==> config.mk <==
export PLATFORM = sky130hd
export DESIGN_NAME = current_moving_average
export DESIGN_NICKNAME = d
export VERILOG_FILES = /design/src/cma_pkg.sv /design/src/cma_ring.sv /design/src/cma_div.sv /design/src/current_moving_average.sv
export SDC_FILE = /design/constraint.sdc
export NUM_CORES = 1
export LEC_CHECK = 0
export BUFFER_PORTS_ARGS = -buffer_cell sky130_fd_sc_hd__buf_2
export CORE_AREA = 2 2 304 306
export CTS_CLUSTER_SIZE = 20
export DETAILED_ROUTE_END_ITERATION = 12
export DIE_AREA = 0 0 306 308
export GPL_ROUTABILITY_DRIVEN = 0
export HOLD_SLACK_MARGIN = 0.1
export PLACE_DENSITY = 0.72
export SETUP_SLACK_MARGIN = 0.4
export SLEW_MARGIN = 15
export SYNTH_ARGS = -nofsm -noshare
export SYNTH_HDL_FRONTEND = slang
export SYNTH_SLANG_ARGS = --single-unit
==> constraint.sdc <==
create_clock -name clk -period 5.3 [get_ports clk]
set_input_delay 1.325 -clock clk [delete_from_list [all_inputs] [get_ports clk]]
set_output_delay 1.325 -clock clk [all_outputs]
set_load 0.05 [all_outputs]
==> src/cma_pkg.sv <==
// ----------------------------------------------------------------------------
// cma_pkg
// Shared types and constants for the current moving average block.
// ----------------------------------------------------------------------------
package cma_pkg;

    localparam int SAMPLE_W = 16;
    localparam int THR_W    = 15;

    localparam logic [THR_W-1:0] THR_RESET = 15'd50;

    typedef logic signed [SAMPLE_W-1:0] sample_t;
    typedef logic [THR_W-1:0]           thresh_t;

endpackage

==> src/cma_ring.sv <==
// ----------------------------------------------------------------------------
// cma_ring
// Sample ring: simple dual-port synchronous RAM, one read and one write
// port, registered read data.
// ----------------------------------------------------------------------------
module cma_ring #(
    parameter int DEPTH = 60,
    parameter int AW    = 6
) (
    input  logic             clk,
    input  logic             rd_en,
    input  logic [AW-1:0]    rd_addr,
    output cma_pkg::sample_t rd_data,
    input  logic             wr_en,
    input  logic [AW-1:0]    wr_addr,
    input  cma_pkg::sample_t wr_data
);
    import cma_pkg::*;

    sample_t mem [DEPTH];
    sample_t rd_data_reg;

    always_ff @(posedge clk)
    begin
        if (wr_en)
        begin
            mem[wr_addr] <= wr_data;
        end
        if (rd_en)
        begin
            rd_data_reg <= mem[rd_addr];
        end
    end

    assign rd_data = rd_data_reg;

endmodule

==> src/cma_div.sv <==
// ----------------------------------------------------------------------------
// cma_div
// Restoring serial divider, unsigned, one quotient bit per cycle.
// ----------------------------------------------------------------------------
module cma_div #(
    parameter int NW = 22,
    parameter int DW = 7
) (
    input  logic          clk,
    input  logic          rst_n,
    input  logic          start,
    input  logic [NW-1:0] dividend,
    input  logic [DW-1:0] divisor,
    output logic          done,
    output logic [NW-1:0] quotient
);
    import cma_pkg::*;

    localparam int CW = $clog2(NW + 1);

    logic          busy_reg, busy_next;
    logic          done_reg, done_next;
    logic [CW-1:0] cnt_reg, cnt_next;
    logic [NW-1:0] quo_reg, quo_next;
    logic [DW-1:0] rem_reg, rem_next;
    logic [DW-1:0] dvs_reg, dvs_next;
    logic [DW:0]   rem_sh;
    logic [DW:0]   rem_sub;

    always_comb
    begin
        busy_next = busy_reg;
        done_next = 1'b0;
        cnt_next  = cnt_reg;
        quo_next  = quo_reg;
        rem_next  = rem_reg;
        dvs_next  = dvs_reg;
        rem_sh    = {rem_reg, quo_reg[NW-1]};
        rem_sub   = rem_sh - {1'b0, dvs_reg};
        if (start)
        begin
            busy_next = 1'b1;
            cnt_next  = CW'(NW);
            quo_next  = dividend;
            rem_next  = '0;
            dvs_next  = divisor;
        end
        else if (busy_reg)
        begin
            if (rem_sh >= {1'b0, dvs_reg})
            begin
                rem_next = rem_sub[DW-1:0];
                quo_next = {quo_reg[NW-2:0], 1'b1};
            end
            else
            begin
                rem_next = rem_sh[DW-1:0];
                quo_next = {quo_reg[NW-2:0], 1'b0};
            end
            cnt_next = cnt_reg - CW'(1);
            if (cnt_reg == CW'(1))
            begin
                busy_next = 1'b0;
                done_next = 1'b1;
            end
        end
    end

    always_ff @(posedge clk or negedge rst_n)
    begin
        if (!rst_n)
        begin
            busy_reg <= 1'b0;
            done_reg <= 1'b0;
            cnt_reg  <= '0;
        end
        else
        begin
            busy_reg <= busy_next;
            done_reg <= done_next;
            cnt_reg  <= cnt_next;
        end
    end

    always_ff @(posedge clk)
    begin
        quo_reg <= quo_next;
        rem_reg <= rem_next;
        dvs_reg <= dvs_next;
    end

    assign done     = done_reg;
    assign quotient = quo_reg;

endmodule

==> src/current_moving_average.sv <==
// ----------------------------------------------------------------------------
// current_moving_average
// Boxcar running mean of signed current samples, ring kept in RAM.
// ----------------------------------------------------------------------------
// Usage:
//   Input channel  : current_ma with in_valid / in_stall. An item is taken
//                    when in_valid is high and in_stall is low.
//   Output channel : average_ma with out_valid / out_stall, one result per
//                    input item, held steady while out_stall is high.
//   Config         : cfg_wr_en / cfg_wr_data write restart_threshold; write
//                    only while no item is in flight.
//   Path           : the ring RAM read is registered, then the serial
//                    divider works out one quotient bit per step and
//                    flags done; the mean then goes to the output
//                    register. A restart item skips the divider.
//   Flow           : one item at a time; in_stall is high from accept until
//                    the result is loaded in the output register, so the next
//                    item is taken only after that.
//   Stall          : a result waiting on out_stall does not block the next
//                    accept; only a second finished result waits for it.
//   Reset          : sum, index, full flag, last mean and output valid clear;
//                    threshold returns to 50. Ring RAM is not cleared: it is
//                    only read after every entry has been written.
// ----------------------------------------------------------------------------
module current_moving_average #(
    parameter int WINDOW = 60
) (
    input  logic             clk,
    input  logic             rst_n,
    input  logic             in_valid,
    output logic             in_stall,
    input  cma_pkg::sample_t current_ma,
    output logic             out_valid,
    input  logic             out_stall,
    output cma_pkg::sample_t average_ma,
    input  logic             cfg_wr_en,
    input  cma_pkg::thresh_t cfg_wr_data
);
    import cma_pkg::*;

    localparam int AW    = (WINDOW > 1) ? $clog2(WINDOW) : 1;
    localparam int IW    = $clog2(WINDOW + 1);
    localparam int SUM_W = SAMPLE_W + 1 + $clog2(WINDOW);
    localparam int MAG_W = SUM_W - 1;
    localparam int MAGS_W = SAMPLE_W + 1;

    typedef enum logic [3:0] {
        S_IDLE = 4'b0001,
        S_READ = 4'b0010,
        S_DIV  = 4'b0100,
        S_OUT  = 4'b1000
    } state_t;

    state_t state_reg, state_next;

    thresh_t thr_reg;
    logic signed [SUM_W-1:0] sum_reg, sum_next;
    logic [IW-1:0]   idx_reg, idx_next;
    logic            full_reg, full_next;
    sample_t         mean_reg, mean_next;
    logic            restart_reg, restart_next;
    logic            wrap_reg, wrap_next;
    sample_t         samp_reg, samp_next;
    logic            neg_reg, neg_next;
    logic            oval_reg, oval_next;
    sample_t         oavg_reg, oavg_next;

    logic            accept;
    logic [MAGS_W-1:0] mag_mean, mag_samp, thr_ext;
    logic [IW-1:0]   base_idx;
    logic [IW-1:0]   new_idx;
    sample_t         old_samp;
    logic signed [SUM_W-1:0] sum_calc;
    logic [SUM_W-1:0] sum_neg;

    logic            ring_rd_en;
    logic            ring_wr_en;
    logic            div_start;
    logic            div_done;
    logic [MAG_W-1:0] div_dividend;
    logic [IW-1:0]   div_divisor;
    logic [MAG_W-1:0] div_quo;
    logic [SAMPLE_W-1:0] quo_lo;

    assign in_stall = (state_reg != S_IDLE);
    assign accept   = in_valid && !in_stall;

    // |x| with -32768 mapping to 32768
    assign mag_mean = mean_reg[SAMPLE_W-1] ? (MAGS_W'(0) - MAGS_W'(mean_reg))
                                           : MAGS_W'(mean_reg);
    assign mag_samp = current_ma[SAMPLE_W-1] ? (MAGS_W'(0) - MAGS_W'(current_ma))
                                             : MAGS_W'(current_ma);
    assign thr_ext  = MAGS_W'(thr_reg);

    // once full, an index that reached WINDOW wraps before use
    assign base_idx = (idx_reg == IW'(WINDOW)) ? '0 : idx_reg;
    assign new_idx  = (full_reg ? base_idx : idx_reg) + IW'(1);

    assign sum_calc = full_reg
                    ? (sum_reg + SUM_W'(samp_reg) - SUM_W'(old_samp))
                    : (sum_reg + SUM_W'(samp_reg));
    assign sum_neg  = SUM_W'(0) - sum_calc;

    assign quo_lo   = div_quo[SAMPLE_W-1:0];

    always_comb
    begin
        state_next   = state_reg;
        sum_next     = sum_reg;
        idx_next     = idx_reg;
        full_next    = full_reg;
        mean_next    = mean_reg;
        restart_next = restart_reg;
        wrap_next    = wrap_reg;
        samp_next    = samp_reg;
        neg_next     = neg_reg;
        ring_rd_en   = 1'b0;
        ring_wr_en   = 1'b0;
        div_start    = 1'b0;
        div_dividend = sum_calc[SUM_W-1] ? sum_neg[MAG_W-1:0] : sum_calc[MAG_W-1:0];
        div_divisor  = full_next ? IW'(WINDOW) : new_idx;
        oval_next    = oval_reg && out_stall;
        oavg_next    = oavg_reg;

        unique case (state_reg)
            S_IDLE:
            begin
                if (accept)
                begin
                    samp_next    = current_ma;
                    restart_next = (mag_mean < thr_ext) && (mag_samp > thr_ext);
                    wrap_next    = full_reg;
                    ring_rd_en   = full_reg;
                    state_next   = S_READ;
                end
            end
            S_READ:
            begin
                if (restart_reg)
                begin
                    idx_next   = '0;
                    full_next  = 1'b0;
                    sum_next   = '0;
                    mean_next  = samp_reg;
                    state_next = S_OUT;
                end
                else
                begin
                    ring_wr_en = 1'b1;
                    idx_next   = new_idx;
                    full_next  = full_reg || (new_idx == IW'(WINDOW));
                    sum_next   = sum_calc;
                    neg_next   = sum_calc[SUM_W-1];
                    div_start  = 1'b1;
                    div_divisor = full_reg ? IW'(WINDOW) : new_idx;
                    state_next = S_DIV;
                end
            end
            S_DIV:
            begin
                if (div_done)
                begin
                    mean_next  = neg_reg ? (SAMPLE_W'(0) - quo_lo) : quo_lo;
                    state_next = S_OUT;
                end
            end
            S_OUT:
            begin
                if (!oval_reg || !out_stall)
                begin
                    oval_next  = 1'b1;
                    oavg_next  = mean_reg;
                    state_next = S_IDLE;
                end
            end
            default:
            begin
                state_next = S_IDLE;
            end
        endcase
    end

    always_ff @(posedge clk or negedge rst_n)
    begin
        if (!rst_n)
        begin
            state_reg <= S_IDLE;
            thr_reg   <= THR_RESET;
            sum_reg   <= '0;
            idx_reg   <= '0;
            full_reg  <= 1'b0;
            mean_reg  <= '0;
            oval_reg  <= 1'b0;
        end
        else
        begin
            state_reg <= state_next;
            if (cfg_wr_en)
            begin
                thr_reg <= cfg_wr_data;
            end
            sum_reg  <= sum_next;
            idx_reg  <= idx_next;
            full_reg <= full_next;
            mean_reg <= mean_next;
            oval_reg <= oval_next;
        end
    end

    always_ff @(posedge clk)
    begin
        restart_reg <= restart_next;
        wrap_reg    <= wrap_next;
        samp_reg    <= samp_next;
        neg_reg     <= neg_next;
        oavg_reg    <= oavg_next;
    end

    // ring is read at the accept edge (once full) and written back in the S_READ cycle that follows
    cma_ring #(
        .DEPTH (WINDOW),
        .AW    (AW)
    ) u_ring (
        .clk     (clk),
        .rd_en   (ring_rd_en),
        .rd_addr (base_idx[AW-1:0]),
        .rd_data (old_samp),
        .wr_en   (ring_wr_en),
        .wr_addr (wrap_reg ? base_idx[AW-1:0] : idx_reg[AW-1:0]),
        .wr_data (samp_reg)
    );

    cma_div #(
        .NW (MAG_W),
        .DW (IW)
    ) u_div (
        .clk      (clk),
        .rst_n    (rst_n),
        .start    (div_start),
        .dividend (div_dividend),
        .divisor  (div_divisor),
        .done     (div_done),
        .quotient (div_quo)
    );

    assign out_valid  = oval_reg;
    assign average_ma = oavg_reg;

endmodule

==> results.py <==
metrics = {
    "setup_path": {
        "cp-startpoint": "samp_reg[0]",
        "r2r_cells": 20,
        "end_kind": "flip-flop",
        "reg2reg_slack_ps": 550,
        "endpoint": "u_div.quotient[18]",
        "rr_startpoint": "samp_reg[0]",
        "crit_arrival_ps": 5170,
        "worstSetupStartpointType": "flip-flop",
        "path_max_fanout": 9,
        "worstReg2RegEnd": "u_div.quotient[18]",
        "crit_type": "reg2reg",
        "cp.required_ps": 5710,
    },
    "sta": {
        "rsz0062_at_grt": "no",
        "tns_ps": 0,
        "period_needed_ps": 4755,
        "slew_headroom": 0.2137,
        "max_clock_freq_ghz": 0.2103,
        "drv_slew": 0,
        "setup_viol": 0,
        "skew_ps": 47.08,
        "postLayoutSetupSlackWorst_ps": 545.3,
        "fin_crit_sh": 0.8971,
        "hold_viol": 0,
        "worstMarginPinSlew_ps": 1179,
    },
    "clock_network": {
        "worstSkewPairLatency_ps": 710,
        "ctsHoldBuffers": 0,
        "numCtsBuffers": 111,
        "cts_max_path_buffers": 3,
        "cts_tree": "done",
        "cts_num_sinks": 1118,
        "clk_pin_slew_worst_paths_ps": 70,
        "cts-root-buf": "clkbuf_16",
        "htree_levels": 3,
    },
    "floorplanning": {
        "start_util": 0.5457,
        "die_w_um": 306,
        "num_rows": 111,
        "coreArea_um2": 90970,
        "io_pins": 54,
        "die_y_um": 308,
        "die_area_um2": 94250,
    },
    "logic_synthesis": {
        "yosysSeqAreaShare": 0.6678,
        "synth_area_um2": 49640,
        "synth_fp_nets": 4101,
        "synthFlopType": "edfxtp_1",
        "ys_top_cells_by_count": "1039 x edfxtp_1, 650 x nand2_1, 235 x nor2_1",
        "synth_area_per_cell_um2": 12.49,
        "yosysTopAreaCell": "edfxtp_1",
        "yosysMostFrequentCell": "edfxtp_1",
        "yosys.area.top_type_share": 0.6285,
        "ys_warn_count": 0,
        "synth_edf_count": 1039,
        "synth_cell_type_count": 97,
        "synth_area_leaders": "edfxtp_1 63%, nand2_1 4.9%, dfrtp_1 3.5%",
        "synth_cells": 3975,
        "synth-async-reset-ratio": 0.06530,
        "ys_seq_elements": 1118,
    },
    "routing": {
        "vias_per_cell": 6.367,
        "ant_nets": 0,
        "drt-pass1-iter-count": 6,
        "wl_per_cell_um": 24.51,
        "route.vias.total": 33660,
        "remaining_drc_errors": 0,
        "drt_iter0_drc": 3670,
        "drt_wl_total_um": 129600,
    },
    "cells_and_area": {
        "largest_register_ffs": 960,
        "fin_cells": 5287,
        "drive_gt1_frac": 0.1146,
        "antennaDiodeCount": 0,
        "area_delta_synth_final_pct": 11.65,
        "final_nets": 4133,
    },
    "grt": {
        "grt_pass1_vias": 31610,
        "grt_pass1_wl_um": 193000,
        "grt_max_degree": 141,
        "antenna_found_initial": 1,
        "grt_usage": 0.2699,
        "gr-total-overflow": 0,
    },
    "power": {
        "ir_drop_uv": 392.5,
        "power.density_nw_per_um2": 553.4,
        "power_mw": 30.67,
        "power.leakage_nw": 19.16,
    },
    "placed_design": {
        "dp_hpwl_um": 75010,
        "pre_cts_ws_ps": 374.4,
        "io_buffer_count": 53,
        "dp_cells": 5073,
    },
    "job": {
        "drv_cap": 0,
    },
    "hold_path": {
        "hold_path_class": "reg2reg",
    },
    "status": {
        "outcome": "completed",
    },
}
## cells in the final DEF (no fill, tap or decap), types with 11 or more instances in the layout
cell type  Yosys  routed
edfxtp_1    1039    1039
and3_1        59      58
o21ai_1       19      24
o211ai_1      34      34
mux2i_1       80      78
a31oi_1       63      62
ha_1          87      75
dfrtp_1       69      64
o21ai_0      221     215
a221o_1       15      15
a311oi_1      36      34
nor3_1        24      21
o22ai_1       36      36
clkbuf_1     182      25
mux4_2        16      16
nand3_1      180     179
buf_4          0     126
a21oi_1      205     198
nor2b_1       16      15
a211oi_1      50      47
nand4_1       19      19
xor2_1        39      39
o221ai_1     124     124
inv_1         75      73
or3_1         12      12
xnor2_1       58      57
clkinv_1       0      27
clkinv_2       0      19
nand2_1      650     646
nor2_1       235     231
o31ai_1       16      15
nand2b_1      22      20
or4_1         11      11
clkbuf_16      0     113
buf_2         45      52
a21o_1        25      24
## where the power goes
group	switching [mW]	total, mW	internal (mW)
Sequential	0.458	11.0	10.6
Clock	3.35	7.71	4.36
Combinational	7.82	11.9	4.11
Total	11.6	30.7	19.0
## how the worst min path moves through the flow
| stage | start | to | depth (start not counted) |
|---|---|---|---|
| after floorplan | full_reg | wrap_reg | 0 |
| after global placement | u_div.rem_reg[5] | u_div.rem_reg[5] | 2 |
| after detailed placement | u_div.rem_reg[5] | u_div.rem_reg[5] | 2 |
| after CTS | u_div.rem_reg[5] | u_div.rem_reg[5] | 2 |
| after global routing | sum_reg[9] | sum_reg[9] | 2 |
| final | u_div.rem_reg[5] | u_div.rem_reg[5] | 2 |
## cells by family after synthesis
group                    synth area share
AO/OA/AOI/OAI                      0.1254
XOR/XNOR                          0.01777
adder cells (fa/ha/maj)           0.02314
buffers and inverters             0.02757
flip-flops                         0.6678
multiplexers                      0.02407
AND/OR/NAND/NOR                    0.1142
## repair_timing
item                                    CTS  global route
buffers inserted                          0             6
endpoints found under the setup margin    7            21
pin swaps                                 0            11
gates resized for setup                   4            46
gates cloned                              0             1
## metrics by stage
step	instance area, um^2	util	hold WS [ps]
4_1_cts	55140	0.6062	477.9
6_report	55420	0.6093	481.0
3_5_place_dp	51560	0.5668	472.4
2_1_floorplan	49720	-	423.1
3_3_place_gp	51560	0.5668	458.9
5_1_grt	55420	0.6093	515.1
## routing by layer
| layer | wire length, um | GRT usage | share of wire |
|---|---|---|---|
| met5 | 0 | 0 | 0 |
| met4 | 6373 | 0.1221 | 0.049 |
| met3 | 10410 | 0.04109 | 0.080 |
| met2 | 62250 | 0.4442 | 0.48 |
| met1 | 50560 | 0.3570 | 0.39 |
## critical path: stages, from the launching register on
cell,delay (ps)
edfxtp_1,360
ha_2,210
inv_2,40
fa_2,340
nand2b_4,170
a21o_4,230
a2111oi_2,440
a311oi_4,110
ha_2,450
and3_1,210
nand4_1,140
a211o_2,360
nand4_2,140
a41oi_2,140
mux2i_2,190
xnor2_2,130
buf_4,160
clkbuf_4,220
a41oi_2,190
xor2_1,160
o21ai_1,70
## area by class of cell
| class | count | area, um^2 |
|---|---|---|
| fill | 6882 | 35550 |
| clock buffer | 138 | 2922 |
| timing repair buffer | 190 | 1425 |
| sequential | 1118 | 33160 |
| inverter | 76 | 290.3 |
| multi-input combinational | 2510 | 15490 |
| tap | 1186 | 1484 |
| clock inverter | 69 | 648.1 |
Power figures use the tool's default switching activity.
